[config.mk]
export PLATFORM = sky130hd
export DESIGN_NAME = bubble_sort_engine
export DESIGN_NICKNAME = d
export VERILOG_FILES = /design/src/bse_pkg.sv /design/src/bse_mem.sv /design/src/bse_seq.sv /design/src/bubble_sort_engine.sv
export SDC_FILE = /design/constraint.sdc
export NUM_CORES = 1
export LEC_CHECK = 0
export ABC_CLOCK_PERIOD_IN_PS = 8600
export BUFFER_PORTS_ARGS = -buffer_cell sky130_fd_sc_hd__buf_4
export CORE_MARGIN = 10
export CORE_UTILIZATION = 60
export DETAILED_ROUTE_END_ITERATION = 7
export PLACE_DENSITY = 0.76
export REMOVE_ABC_BUFFERS = 1
export SYNTH_ARGS = -nofsm -noshare
export SYNTH_HDL_FRONTEND = slang
export SYNTH_SLANG_ARGS = --single-unit
export TNS_END_PERCENT = 30
[constraint.sdc]
create_clock -name clk -period 8.6 [get_ports clk]
set_input_delay 1.29 -clock clk [delete_from_list [all_inputs] [get_ports clk]]
set_output_delay 1.29 -clock clk [all_outputs]
set_load 0.05 [all_outputs]
[src/bse_pkg.sv]
// Shared types and constants for the bubble sort engine.
// No dependencies; imported by every module of the block but bse_checker.
`default_nettype none

package bse_pkg;

  localparam int DATA_W = 32;

  // Sequencer states, one-hot.
  typedef enum logic [4:0] {
    ST_LOAD  = 5'b00001,
    ST_SORT  = 5'b00010,
    ST_DRAIN = 5'b00100,
    ST_FINAL = 5'b01000,
    ST_EMIT  = 5'b10000
  } bse_state_t;

endpackage : bse_pkg

`default_nettype wire

[src/bse_mem.sv]
// Element store: one write port, one read port, registered read data.
// Depends on bse_pkg for the data width.
`default_nettype none

module bse_mem
  import bse_pkg::*;
#(
  parameter int DEPTH  = 8,
  parameter int ADDR_W = $clog2(DEPTH)
) (
  input  wire logic                     clk,
  input  wire logic                     we,
  input  wire logic [ADDR_W-1:0]        waddr,
  input  wire logic signed [DATA_W-1:0] wdata,
  input  wire logic                     re,
  input  wire logic [ADDR_W-1:0]        raddr,
  output logic signed [DATA_W-1:0]      rd_data_r
);

  logic signed [DATA_W-1:0] mem [DEPTH];

  always_ff @(posedge clk) begin
    if (we) begin
      mem[waddr] <= wdata;
    end
  end

  always_ff @(posedge clk) begin
    if (re) begin
      rd_data_r <= mem[raddr];
    end
  end

endmodule : bse_mem

`default_nettype wire

[src/bse_seq.sv]
// Sequencer and compare/swap datapath: load, bubble passes, read-out.
// Depends on bse_pkg; drives the ports of bse_mem.
`default_nettype none

module bse_seq
  import bse_pkg::*;
#(
  parameter int CAPACITY = 8,
  parameter int ADDR_W   = $clog2(CAPACITY),
  parameter int CNT_W    = $clog2(CAPACITY + 1)
) (
  input  wire logic                     clk,
  input  wire logic                     rst_n,
  input  wire logic                     start,
  input  wire logic signed [DATA_W-1:0] in_value,
  input  wire logic                     in_last,
  output logic                          busy,
  output logic                          out_valid_r,
  output logic                          out_final_r,
  output logic                          mem_we,
  output logic [ADDR_W-1:0]             mem_waddr,
  output logic signed [DATA_W-1:0]      mem_wdata,
  output logic                          mem_re,
  output logic [ADDR_W-1:0]             mem_raddr,
  input  wire logic signed [DATA_W-1:0] mem_rdata
);

  bse_state_t               state_r, state_nxt;
  logic [CNT_W-1:0]         cnt_r, cnt_nxt;
  logic [ADDR_W-1:0]        idx_r, idx_nxt;
  logic                     pend_r, pend_nxt;
  logic [ADDR_W-1:0]        pend_idx_r, pend_idx_nxt;
  logic signed [DATA_W-1:0] carry_r, carry_nxt;
  logic                     swap_r, swap_nxt;
  logic                     out_valid_nxt, out_final_nxt;
  logic [ADDR_W-1:0]        last_idx;
  logic                     accept;
  logic                     full;

  assign last_idx = ADDR_W'(cnt_r - CNT_W'(1));
  assign full     = (cnt_r == CNT_W'(CAPACITY));
  assign busy     = (state_r != ST_LOAD) || out_valid_r;
  assign accept   = start && !busy;

  always_comb begin
    state_nxt     = state_r;
    cnt_nxt       = cnt_r;
    idx_nxt       = idx_r;
    pend_nxt      = 1'b0;
    pend_idx_nxt  = idx_r;
    carry_nxt     = carry_r;
    swap_nxt      = swap_r;
    out_valid_nxt = 1'b0;
    out_final_nxt = 1'b0;
    mem_we        = 1'b0;
    mem_waddr     = cnt_r[ADDR_W-1:0];
    mem_wdata     = in_value;
    mem_re        = 1'b0;
    mem_raddr     = idx_r;

    // Pass datapath: the larger value rides along in carry_r; the smaller
    // one of each pair is written back one slot below the slot just read.
    if (pend_r) begin
      if (pend_idx_r == '0) begin
        carry_nxt = mem_rdata;
      end else begin
        mem_we    = 1'b1;
        mem_waddr = pend_idx_r - ADDR_W'(1);
        if (carry_r > mem_rdata) begin
          mem_wdata = mem_rdata;
          swap_nxt  = 1'b1;
        end else begin
          mem_wdata = carry_r;
          carry_nxt = mem_rdata;
        end
      end
    end

    case (state_r)
      ST_LOAD: begin
        if (accept) begin
          if (!full) begin
            mem_we    = 1'b1;
            mem_waddr = cnt_r[ADDR_W-1:0];
            mem_wdata = in_value;
            cnt_nxt   = cnt_r + CNT_W'(1);
          end
          if (in_last) begin
            state_nxt = ST_SORT;
            idx_nxt   = '0;
            swap_nxt  = 1'b0;
          end
        end
      end
      ST_SORT: begin
        mem_re       = 1'b1;
        pend_nxt     = 1'b1;
        pend_idx_nxt = idx_r;
        if (idx_r == last_idx) begin
          state_nxt = ST_DRAIN;
        end else begin
          idx_nxt = idx_r + ADDR_W'(1);
        end
      end
      ST_DRAIN: begin
        state_nxt = ST_FINAL;
      end
      ST_FINAL: begin
        // Park the pass maximum in the top slot.
        mem_we    = 1'b1;
        mem_waddr = last_idx;
        mem_wdata = carry_r;
        idx_nxt   = '0;
        swap_nxt  = 1'b0;
        state_nxt = swap_r ? ST_SORT : ST_EMIT;
      end
      ST_EMIT: begin
        mem_re        = 1'b1;
        out_valid_nxt = 1'b1;
        out_final_nxt = (idx_r == last_idx);
        if (idx_r == last_idx) begin
          state_nxt = ST_LOAD;
          cnt_nxt   = '0;
        end else begin
          idx_nxt = idx_r + ADDR_W'(1);
        end
      end
      default: begin
        state_nxt = ST_LOAD;
      end
    endcase
  end

  always_ff @(posedge clk) begin
    if (!rst_n) begin
      state_r     <= ST_LOAD;
      cnt_r       <= '0;
      idx_r       <= '0;
      pend_r      <= 1'b0;
      swap_r      <= 1'b0;
      out_valid_r <= 1'b0;
      out_final_r <= 1'b0;
    end else begin
      state_r     <= state_nxt;
      cnt_r       <= cnt_nxt;
      idx_r       <= idx_nxt;
      pend_r      <= pend_nxt;
      swap_r      <= swap_nxt;
      out_valid_r <= out_valid_nxt;
      out_final_r <= out_final_nxt;
    end
  end

  always_ff @(posedge clk) begin
    pend_idx_r <= pend_idx_nxt;
    carry_r    <= carry_nxt;
  end

endmodule : bse_seq

`default_nettype wire

[src/bubble_sort_engine.sv]
// Bubble sort engine: loads a set of signed values one beat at a time until a beat
// with in_last, sorts it in place with early-exit bubble passes, then streams it
// out in ascending order with out_final_res on the final beat. A beat is taken
// when start is high and busy is low; beats past CAPACITY are dropped, but one
// carrying in_last still closes the set. With n stored values, each pass reads
// the store once per slot, one read of the store per cycle, then spends a drain
// state and writes the pass maximum to the top slot; up to n passes run before
// one makes no swap. Read-out then streams one beat per cycle on out_valid, and
// a new beat is taken at the earliest in the cycle after the last result beat.
// The receiver cannot stall: each result beat is on the ports for exactly one
// cycle. busy rises once the closing beat is taken and stays high through the
// last result beat.
// Depends on bse_pkg, bse_mem and bse_seq.
`default_nettype none

module bubble_sort_engine
  import bse_pkg::*;
#(
  parameter int CAPACITY = 8
) (
  input  wire logic                     clk,
  input  wire logic                     rst_n,
  input  wire logic                     start,
  output logic                          busy,
  input  wire logic signed [DATA_W-1:0] in_value,
  input  wire logic                     in_last,
  output logic                          out_valid,
  output logic signed [DATA_W-1:0]      out_sorted_value,
  output logic                          out_final_res
);

  localparam int ADDR_W = $clog2(CAPACITY);
  localparam int CNT_W  = $clog2(CAPACITY + 1);

  logic                     mem_we;
  logic [ADDR_W-1:0]        mem_waddr;
  logic signed [DATA_W-1:0] mem_wdata;
  logic                     mem_re;
  logic [ADDR_W-1:0]        mem_raddr;
  logic signed [DATA_W-1:0] mem_rdata;

  bse_seq #(
    .CAPACITY (CAPACITY),
    .ADDR_W   (ADDR_W),
    .CNT_W    (CNT_W)
  ) u_seq (
    .clk         (clk),
    .rst_n       (rst_n),
    .start       (start),
    .in_value    (in_value),
    .in_last     (in_last),
    .busy        (busy),
    .out_valid_r (out_valid),
    .out_final_r (out_final_res),
    .mem_we      (mem_we),
    .mem_waddr   (mem_waddr),
    .mem_wdata   (mem_wdata),
    .mem_re      (mem_re),
    .mem_raddr   (mem_raddr),
    .mem_rdata   (mem_rdata)
  );

  bse_mem #(
    .DEPTH  (CAPACITY),
    .ADDR_W (ADDR_W)
  ) u_mem (
    .clk       (clk),
    .we        (mem_we),
    .waddr     (mem_waddr),
    .wdata     (mem_wdata),
    .re        (mem_re),
    .raddr     (mem_raddr),
    .rd_data_r (mem_rdata)
  );

  // Read data register feeds the result port directly.
  assign out_sorted_value = mem_rdata;

endmodule : bubble_sort_engine

`default_nettype wire

# ---- Word-level counts from Yosys, hierarchy flattened
# Memory sizes are Yosys's and may differ from the RTL's. A register that Yosys moved wholly into a read port is not among the register bits.
# Index checks and enable logic that the tools add are counted.
dict set report totals {
  reg_bits 51
  word_cells 85
  ram_bits 256
  mem_count 1
  input_bits 36
}
dict set report op_classes {
  n_eq_ne 15
  mux 43
  reduce_logical 12
  n_addsub 4
  order_cmp 1
}
# memory depth word_bits rd rd_clocked_by_memory_dff write_ports line
set mem_list {}
lappend mem_list {u_mem.mem 8 32 1 1 1 bse_mem.sv:20} ;# logic signed [DATA_W-1:0] mem [DEPTH];
# op n
set ops {}
lappend ops {{$mux W32} 7}
lappend ops {{$pmux W32 S2} 1}
lappend ops {{$gt A32 B32 Y1} 1}
lappend ops {{$mux W5} 5}
lappend ops {{$pmux W5 S5} 1}
lappend ops {{$mux W3} 7}
lappend ops {{$mux W1} 14}
lappend ops {{$mux W4} 3}
lappend ops {{$reduce_and A4 Y1} 3}
lappend ops {{$pmux W3 S3} 1}
lappend ops {{$ne A2 B1 Y1 const B} 4}
lappend ops {{$pmux W4 S2} 1}
lappend ops {{$ne A2 B2 Y1 const B} 3}
lappend ops {{$pmux W3 S2} 1}
lappend ops {{$sub A3 B1 Y3 const B} 2}
lappend ops {{$eq A5 B1 Y1 const B} 1}
lappend ops {{$eq A5 B2 Y1 const B} 1}
lappend ops {{$eq A5 B3 Y1 const B} 1}
lappend ops {{$eq A5 B4 Y1 const B} 1}
lappend ops {{$eq A5 B5 Y1 const B} 1}
lappend ops {{$ne A5 B1 Y1 const B} 1}
lappend ops {{$add A4 B1 Y4 const B} 1}
lappend ops {{$eq A4 B4 Y1 const B} 1}
lappend ops {{$pmux W1 S2} 2}
lappend ops {{10 further kinds} 11}

# ---- Depth between registers and ports, before layout
# Gate-level depths: netlist of the first run.
dict set report depth {
  depth_word 8
  mapped_depth 12
  depth_no_buf 10
}

# ---- Hierarchy
# Synthesis of the first run repeated with hierarchy kept, for this count alone.
dict set report unflattened {
  hier_cells 833
  area_unflattened_um2 14552.7
}
# module instances cells_per_inst area_each_um2 seq_area_each_um2
set modules_own_cells {}
lappend modules_own_cells {bse_mem 1 415 10786.6 8648.3}
lappend modules_own_cells {bse_seq 1 418 3766.1 1341.3}

# ---- Worst setup path before layout of the first run
# OpenSTA, ideal clock, no wires.
dict set report synth_path {
  kind {register -> register}
  from {reg u_mem.rd_data_r[30], read port of u_mem.mem}
  to {reg u_seq.carry_r[0] (enable)}
  required_ns 8.159
  setup_ns 0.441
  path_stages_with_launch 10
  setup_slack_ns 3.971
  n_path_buf 0
  t_arrival_ns 4.188
  cell_sequence {edfxtp_1 inv_1 ha_1 nand4_1 nor3_1 a211oi_1 o211ai_1 or4_1 and2_1 a31oi_1}
}
dict set report synth_via {
  elab_chain_cells 3
}
# item line
set synth_rtl {}
lappend synth_rtl {{from (decl)} bse_mem.sv:17} ;# output logic signed [DATA_W-1:0] rd_data_r
lappend synth_rtl {{$gt A32 B32 Y1} bse_seq.sv:69} ;# if (carry_r > mem_rdata) begin
lappend synth_rtl {{$ne A2 B1 Y1 (no line)} --}
lappend synth_rtl {{$reduce_and A2 Y1 (no line)} --}
lappend synth_rtl {{to (signal assigned)} bse_seq.sv:156} ;# carry_r <= carry_nxt;
lappend synth_rtl {{to (decl)} bse_seq.sv:33} ;# logic signed [DATA_W-1:0] carry_r, carry_nxt;
# Every way passes these cells.
# A chain may end at the register's enable or synchronous reset.

# ---- Worst setup path in the final report of the first run
dict set report layout_path {
  from {in start}
  to {mem u_mem.mem[2][2] (enable)}
}
dict set report layout_via {
  elab_chain_cells 5
  word_cells_on_any_way 7
}
# item line
set layout_rtl {}
lappend layout_rtl {{from (decl)} bubble_sort_engine.sv:23} ;# input wire logic start,
lappend layout_rtl {{$logic_and A1 B1 Y1 *} bse_seq.sv:43} ;# assign accept = start && !busy;
lappend layout_rtl {{$mux W1} bse_seq.sv:81} ;# if (accept) begin
lappend layout_rtl {{$pmux W1 S2} bse_seq.sv:79} ;# case (state_r)
lappend layout_rtl {{$mux W1} bse_mem.sv:23} ;# if (we) begin
lappend layout_rtl {{$mux W1 (not written as such)} bse_mem.sv:24} ;# mem[waddr] <= wdata;
lappend layout_rtl {{to (decl)} bse_mem.sv:20}
# Every way passes the cells marked *; elsewhere a longest branch is shown, timed or not.

==> flow_summary.toml, run 1 <==
[global_routing]
antenna_found_initial = 0
grt_overflow = 0
grt_pass1_vias = 8000
grt_start_max_net_pins = 69
grt_pass1_wl_um = 47700
grtUsageTotal_pct = 20.3

[clocking]
clock-sinks = 339
cts_resized = 0
clock_latency_ns = 0.51
postCtsHoldBufs = 0
clk_pin_slew_ns = 0.06
cts_buffers = 35
cts_tree = "built"
cts_setup_buffers = 0
htree_num_levels = 2
clk_path_buf_depth = 3
root_buffer = "clkbuf_16"

[job]
drv_cap = 0

[worst_setup_path]
path_max_fanout = 35
worstSetupStartpoint = "start"
critPathCapture = "u_mem.mem[2][2]"
crit_required_ns = 8.77
r2r-end = "u_mem.mem[2][2]"
cp-end-kind = "register"
cp.arrival_ns = 5.09
r2r_setup_slack_ns = 3.70
reg2reg_depth = 9
r2r_start = "u_seq.state_r[1]"
path_class = "input port to register"
worst_setup_path_start_kind = "input port"

[synth]
synth_edf_count = 320
synth.largest_area_cell = "edfxtp_1"
synth_commonest_cells = "edfxtp_1 (320), inv_1 (74), mux4_2 (64), ha_1 (37), mux2_2 (32)"
ys_types = 56
synth_seq_cells = 339
synth.most_common_cell = "edfxtp_1"
synth_area_leaders = "edfxtp_1 (68%), mux4_2 (10%), ha_1 (3.3%)"
synth.avg_cell_area_um2 = 17.8
yosys_warnings = 0
ys_seq_area_share_pct = 70.3
async_reset_ff_share_pct = 0
syn_inst = 800
synth-main-ff-cell = "edfxtp_1"
netlist_area_um2 = 14200
synth_top_area_share_pct = 67.6

[drt]
via_count = 7555
route.detailed.drc = 0
drt_iter0_markers = 660
drtAntennaViolNets = 0
totalWireLength_um = 30600
drt_first_pass_iters = 5
avgRoutedWirePerCell_um = 24.9
drt-vias-per-instance = 6.14

[sta]
skew_ns = 0.0258
finalCritPeriodShare_pct = 57.2
slew_headroom_pct = 22.4
final.min_clock_period_ns = 4.92
worstMarginPinSlew_ns = 1.16
rsz0062_at_grt = "false"
setup_violations = 0
finalSetupTns_ns = 0
slew_viol_final = 0
final_hold_viol_count = 0
fmax_mhz = 203

[power]
p_sw_mw = 0.990
power_density_nw_per_um2 = 249
comb_power_share_pct = 14.2
power.internal_mw = 3.05
pwr-share-seq_pct = 50.2
clock_power_share_pct = 35.7
leakagePower_nw = 5.54
switching_share_pct = 24.5
ir_worst_vdd_uv = 208
finalPower_mw = 4.04

[finish]
area_growth_pct = 13.9
layout-drive-gt1-share_pct = 30.1
nFillCells = 1505
stdcell_count = 1230
fin_util_pct = 69.2
nNetsFinal = 959
n_antenna_cell = 0

[placement]
dpl.cell_count = 1168
place_congestion = 0.818
hpwl_um = 18600
io_buffers = 70

[floorplan]
start_util_pct = 60.7
core_um2 = 23400
fp.dieW_um = 174
rows = 56
io_pins = 71
dieArea_um2 = 30200
dieHeight_um = 174

[hold_path]
hold_depth = 0
worstHoldPathType = "register to register"

[status]
status = "finished clean"
[routing by layer]
layer / share of wire (%) / track usage, % / wire [um]
met5: 0 / 0 / 0
met4: 2.9 / 7.66 / 884
met3: 5.6 / 4.12 / 1710
met2: 51 / 34.2 / 15800
met1: 40 / 25.7 / 12300
[cell families after synthesis]
kind of cell | after synthesis | share of synthesized area, %
flip-flops | 339 | 70.3
AO/OA/AOI/OAI | 116 | 6.32
buffers and inverters | 109 | 3.31
multiplexers | 96 | 12.7
AND/OR/NAND/NOR | 95 | 3.68
adder cells (fa/ha/maj) | 37 | 3.26
XOR/XNOR | 8 | 0.493
[critical path: stages]
cell      delay [ns]
buf_4           0.07
nor2b_1         0.21
nor4b_4         0.47
or3b_1          0.31
and2_2          0.97
nand2_1         0.20
o221ai_1        0.16
nand2_1         0.15
nor2_2          0.79
buf_4           0.45
[layout make-up]
class,instances,area (um2),area share [%]
sequential,339,9990,61.7
multi-input combinational,352,3800,23.5
clock buffer,50,985,6.08
timing repair buffer,84,631,3.89
tap,319,399,2.46
inverter,74,278,1.72
clock inverter,12,105,0.649
[power groups by stage]
stage / Combinational (mW) / Clock (mW) / Sequential, mW
detailed placement: 0.570 / 0 / 2.06
CTS: 0.577 / 1.46 / 2.03
floorplan: 0.336 / 0 / 2.11
global placement: 0.554 / 0 / 2.04
finish: 0.572 / 1.44 / 2.02
global route: 0.621 / 1.53 / 2.04
[through the flow]
step	hold WS, ns	instance area [um2]	setup slack, ns
finish	0.524	16200	3.68
global route	0.546	16200	3.34
CTS	0.520	16200	3.63
detailed placement	0.510	15100	3.18
global placement	0.501	15100	3.37
floorplan	0.460	14000	3.17
[placed cells by master (no fill, tap or decap), types with 3 or more instances in the layout]
cell type	n
a211oi_1	4
a21oi_1	18
a22oi_2	30
a31oi_1	3
and2_1	7
and3_1	4
buf_4	84
clkbuf_1	12
clkbuf_16	37
clkinv_1	7
dfxtp_1	17
edfxtp_1	320
ha_1	37
inv_1	74
mux2_2	32
mux4_2	64
nand2_1	16
nand3_1	9
nand4_1	8
nor2_1	17
nor2_2	8
nor2b_1	4
nor3_1	3
o211ai_1	3
o21ai_0	7
o21ai_1	30
xnor2_1	5
xor2_1	3
[how the worst min path moves through the flow]
stage | startpoint | endpoint | slack (ns)
2_1_floorplan | u_seq.swap_r | u_seq.swap_r | 0.46
3_3_place_gp | u_seq.state_r[3] | u_seq.state_r[3] | 0.50
3_5_place_dp | u_seq.swap_r | u_seq.swap_r | 0.51
4_1_cts | u_mem.rd_data_r[7] | u_seq.carry_r[7] | 0.52
5_1_grt | u_mem.rd_data_r[7] | u_seq.carry_r[7] | 0.55
6_report | u_mem.rd_data_r[7] | u_seq.carry_r[7] | 0.52
[registers in the layout, summed over array words and instances, names as in the netlist]
register	flops
u_seq.cnt_r	4
u_seq.pend_idx_r	3
u_seq.state_r	5
u_seq.carry_r	32
u_seq.pend_r	1
u_mem.rd_data_r	32
u_seq.out_final_r	1
u_seq.swap_r	1
u_seq.out_valid_r	1
u_mem.mem	256
u_seq.mem_raddr	3
No activity file was read; power rests on OpenSTA's default activity.
==> run 2, diff against run 1 <==
--- a/config.mk
+++ b/config.mk
@@ -5,12 +5,12 @@
 export SDC_FILE = /design/constraint.sdc
 export NUM_CORES = 1
 export LEC_CHECK = 0
-export ABC_CLOCK_PERIOD_IN_PS = 8600
+export ABC_CLOCK_PERIOD_IN_PS = 4200
 export BUFFER_PORTS_ARGS = -buffer_cell sky130_fd_sc_hd__buf_4
 export CORE_MARGIN = 10
-export CORE_UTILIZATION = 60
+export CORE_UTILIZATION = 55
 export DETAILED_ROUTE_END_ITERATION = 7
-export PLACE_DENSITY = 0.76
+export PLACE_DENSITY = 0.74
 export REMOVE_ABC_BUFFERS = 1
 export SYNTH_ARGS = -nofsm -noshare
 export SYNTH_HDL_FRONTEND = slang
==> constraint.sdc (replaced) <==
create_clock -name clk -period 4.2 [get_ports clk]
set_input_delay 0.63 -clock clk [delete_from_list [all_inputs] [get_ports clk]]
set_output_delay 0.63 -clock clk [all_outputs]
set_load 0.05 [all_outputs]
==> run 2 against run 1 <==
Via count shrank 0.12%. Largest power group unchanged. Clock power is 110% higher. Non-clock buffer count is 10 higher.
==> flow_summary.toml, run 2 (synthesis results as in run 1) <==
[clocking]
cts_tree = "built"
clk_path_buf_depth = 3
clock_latency_ns = 0.52
cts_setup_buffers = 0
clk_pin_slew_ns = 0.06
cts_buffers = 37
root_buffer = "clkbuf_16"
htree_num_levels = 2
clock-sinks = 339
postCtsHoldBufs = 0

[floorplan]
core_um2 = 25300
dieHeight_um = 181
dieArea_um2 = 32700
rows = 58
fp.dieW_um = 181
start_util_pct = 56.1
io_pins = 71

[power]
power_density_nw_per_um2 = 510
comb_power_share_pct = 14.1
switching_share_pct = 25.1
clock_power_share_pct = 36.4
finalPower_mw = 8.38
ir_worst_vdd_uv = 331
leakagePower_nw = 5.63
power.internal_mw = 6.28
p_sw_mw = 2.10
pwr-share-seq_pct = 49.5

[drt]
drt_first_pass_iters = 6
drt_iter0_markers = 677
route.detailed.drc = 0
drtAntennaViolNets = 0
via_count = 7546
totalWireLength_um = 31100
avgRoutedWirePerCell_um = 24.8
drt-vias-per-instance = 6.02

[global_routing]
grt_pass1_wl_um = 47800
grt_pass1_vias = 7933
antenna_found_initial = 0
grt_start_max_net_pins = 39
grtUsageTotal_pct = 18.8
grt_overflow = 0

[sta]
rsz0062_at_grt = "false"
slew_viol_final = 0
final.min_clock_period_ns = 3.74
finalWorstSetupSlack_ns = 0.460
final_hold_viol_count = 0
finalCritPeriodShare_pct = 89.1
skew_ns = 0.0193
worstMarginPinSlew_ns = 1.01
setup_violations = 0
fmax_mhz = 267
slew_headroom_pct = 32.4

[finish]
regArea_um2 = 10000
final_common_cell = "edfxtp_1"
n_antenna_cell = 0
nNetsFinal = 972
nFillCells = 1729
largestRegisters = "u_mem.mem: 256 flops, u_mem.rd_data_r: 32 flops, u_seq.carry_r: 32 flops"
layout_common_cells = "edfxtp_1 (320), buf_4 (92), inv_1 (74)"
area_growth_pct = 15.5
multi_input_area_um2 = 3860
regMostFlops = "u_mem.mem"
fin_util_pct = 64.8
largest_reg_flops = 256
layout-drive-gt1-share_pct = 32.0

[worst_setup_path]
r2r_setup_slack_ns = 0.46
cp-end-kind = "register"
cp.depth = 9
path_class = "register to register"
critPathCapture = "u_mem.mem[0][15]"
worst_setup_path_start_kind = "register"
crit_required_ns = 4.38
path_max_fanout = 17
worstSetupStartpoint = "u_seq.cnt_r[0]"
cp_top_family = "simple AND/OR/NAND/NOR gates"
cp.arrival_ns = 3.92
r2r_start = "u_seq.cnt_r[0]"
r2r-end = "u_mem.mem[0][15]"
crit_path_top_delay_cell = "nor2_4"
slowest_delay_ns = 0.67
crit_chain = "inv_1 > ha_1 > and3b_1 > nor4b_4 > or3b_1 > and2_2 > a221o_1 > nor2_4 > buf_4"
worst-path-buf-inv = 2
reg2reg_depth = 9

[hold_path]
worstHoldPathType = "input port to register"

[placement]
hpwl_um = 18500
io_buffers = 70
place_congestion = 0.765
pre_cts_slack_ns = 0.261

[job]
drv_cap = 0

[status]
status = "finished clean"
run 2: changes by cell type in the layout (fill, tap and decap cells not counted), sizes merged:
cell,change
buf,+10
clkbuf,-5
clkinvlp,+3
inv,+1
clkinv,+3
a21oi,+1
run 2: layout make-up:
class	instances	area share (%)
Clock inverter	19	0.990
Timing Repair Buffer	94	4.45
Tap cell	330	2.51
Sequential cell	339	60.9
Clock buffer	45	5.95
Multi-Input combinational cell	353	23.5
Inverter	74	1.69
run 2: metal layers:
layer  vias to the layer above  share of wire, %  global-route usage, %
met3                        40               6.3                   3.54
met5                         -                 0                      0
met4                         0               1.8                   4.59
met2                       245                50                   31.0
li1                       3355                 -                      -
met1                      3906                42                   25.4
run 2: metrics by stage:
step / cells / setup TNS, ns / instance area [um2] / hold WS (ns)
after floorplan: 765 / -170.96 / 14000 / 0.460
after global placement: 1189 / 0 / 15300 / 0.483
after detailed placement: 1189 / 0 / 15300 / 0.495
after CTS: 1253 / 0 / 16400 / 0.394
after global routing: 1254 / 0 / 16400 / 0.401
final: 1254 / 0 / 16400 / 0.409
run 2: worst reg2reg max path: stages, from the launching register on:
cell	delay, ns
dfxtp_1	0.39
inv_1	0.11
ha_1	0.18
and3b_1	0.22
nor4b_4	0.06
or3b_1	0.50
and2_2	0.30
a221o_1	0.51
nor2_4	0.67
buf_4	0.47
run 2: worst min path at each step:
| stage | start | endpoint | slack (ns) | cells past startpoint |
|---|---|---|---|---|
| 2_1_floorplan | u_seq.swap_r | u_seq.swap_r | 0.46 | 2 |
| 3_3_place_gp | u_mem.rd_data_r[31] | u_seq.carry_r[31] | 0.48 | 0 |
| 3_5_place_dp | u_mem.rd_data_r[31] | u_seq.carry_r[31] | 0.49 | 0 |
| 4_1_cts | rst_n | u_seq.state_r[0] | 0.39 | 2 |
| 5_1_grt | rst_n | u_seq.state_r[0] | 0.40 | 2 |
| 6_report | rst_n | u_seq.state_r[0] | 0.41 | 2 |
run 2: repair_timing:
action,4_1_cts,5_1_grt
hold endpoints to repair,0,0
gates resized for setup,0,1
endpoints found under the setup margin,0,72
run 2: power by group through the flow:
stage	clock network [mW]	registers, mW	logic (mW)
after floorplan	0	4.32	0.688
after global placement	0	4.20	1.16
after detailed placement	0	4.22	1.18
after CTS	3.10	4.15	1.19
after global routing	3.22	4.18	1.28
final	3.05	4.15	1.18
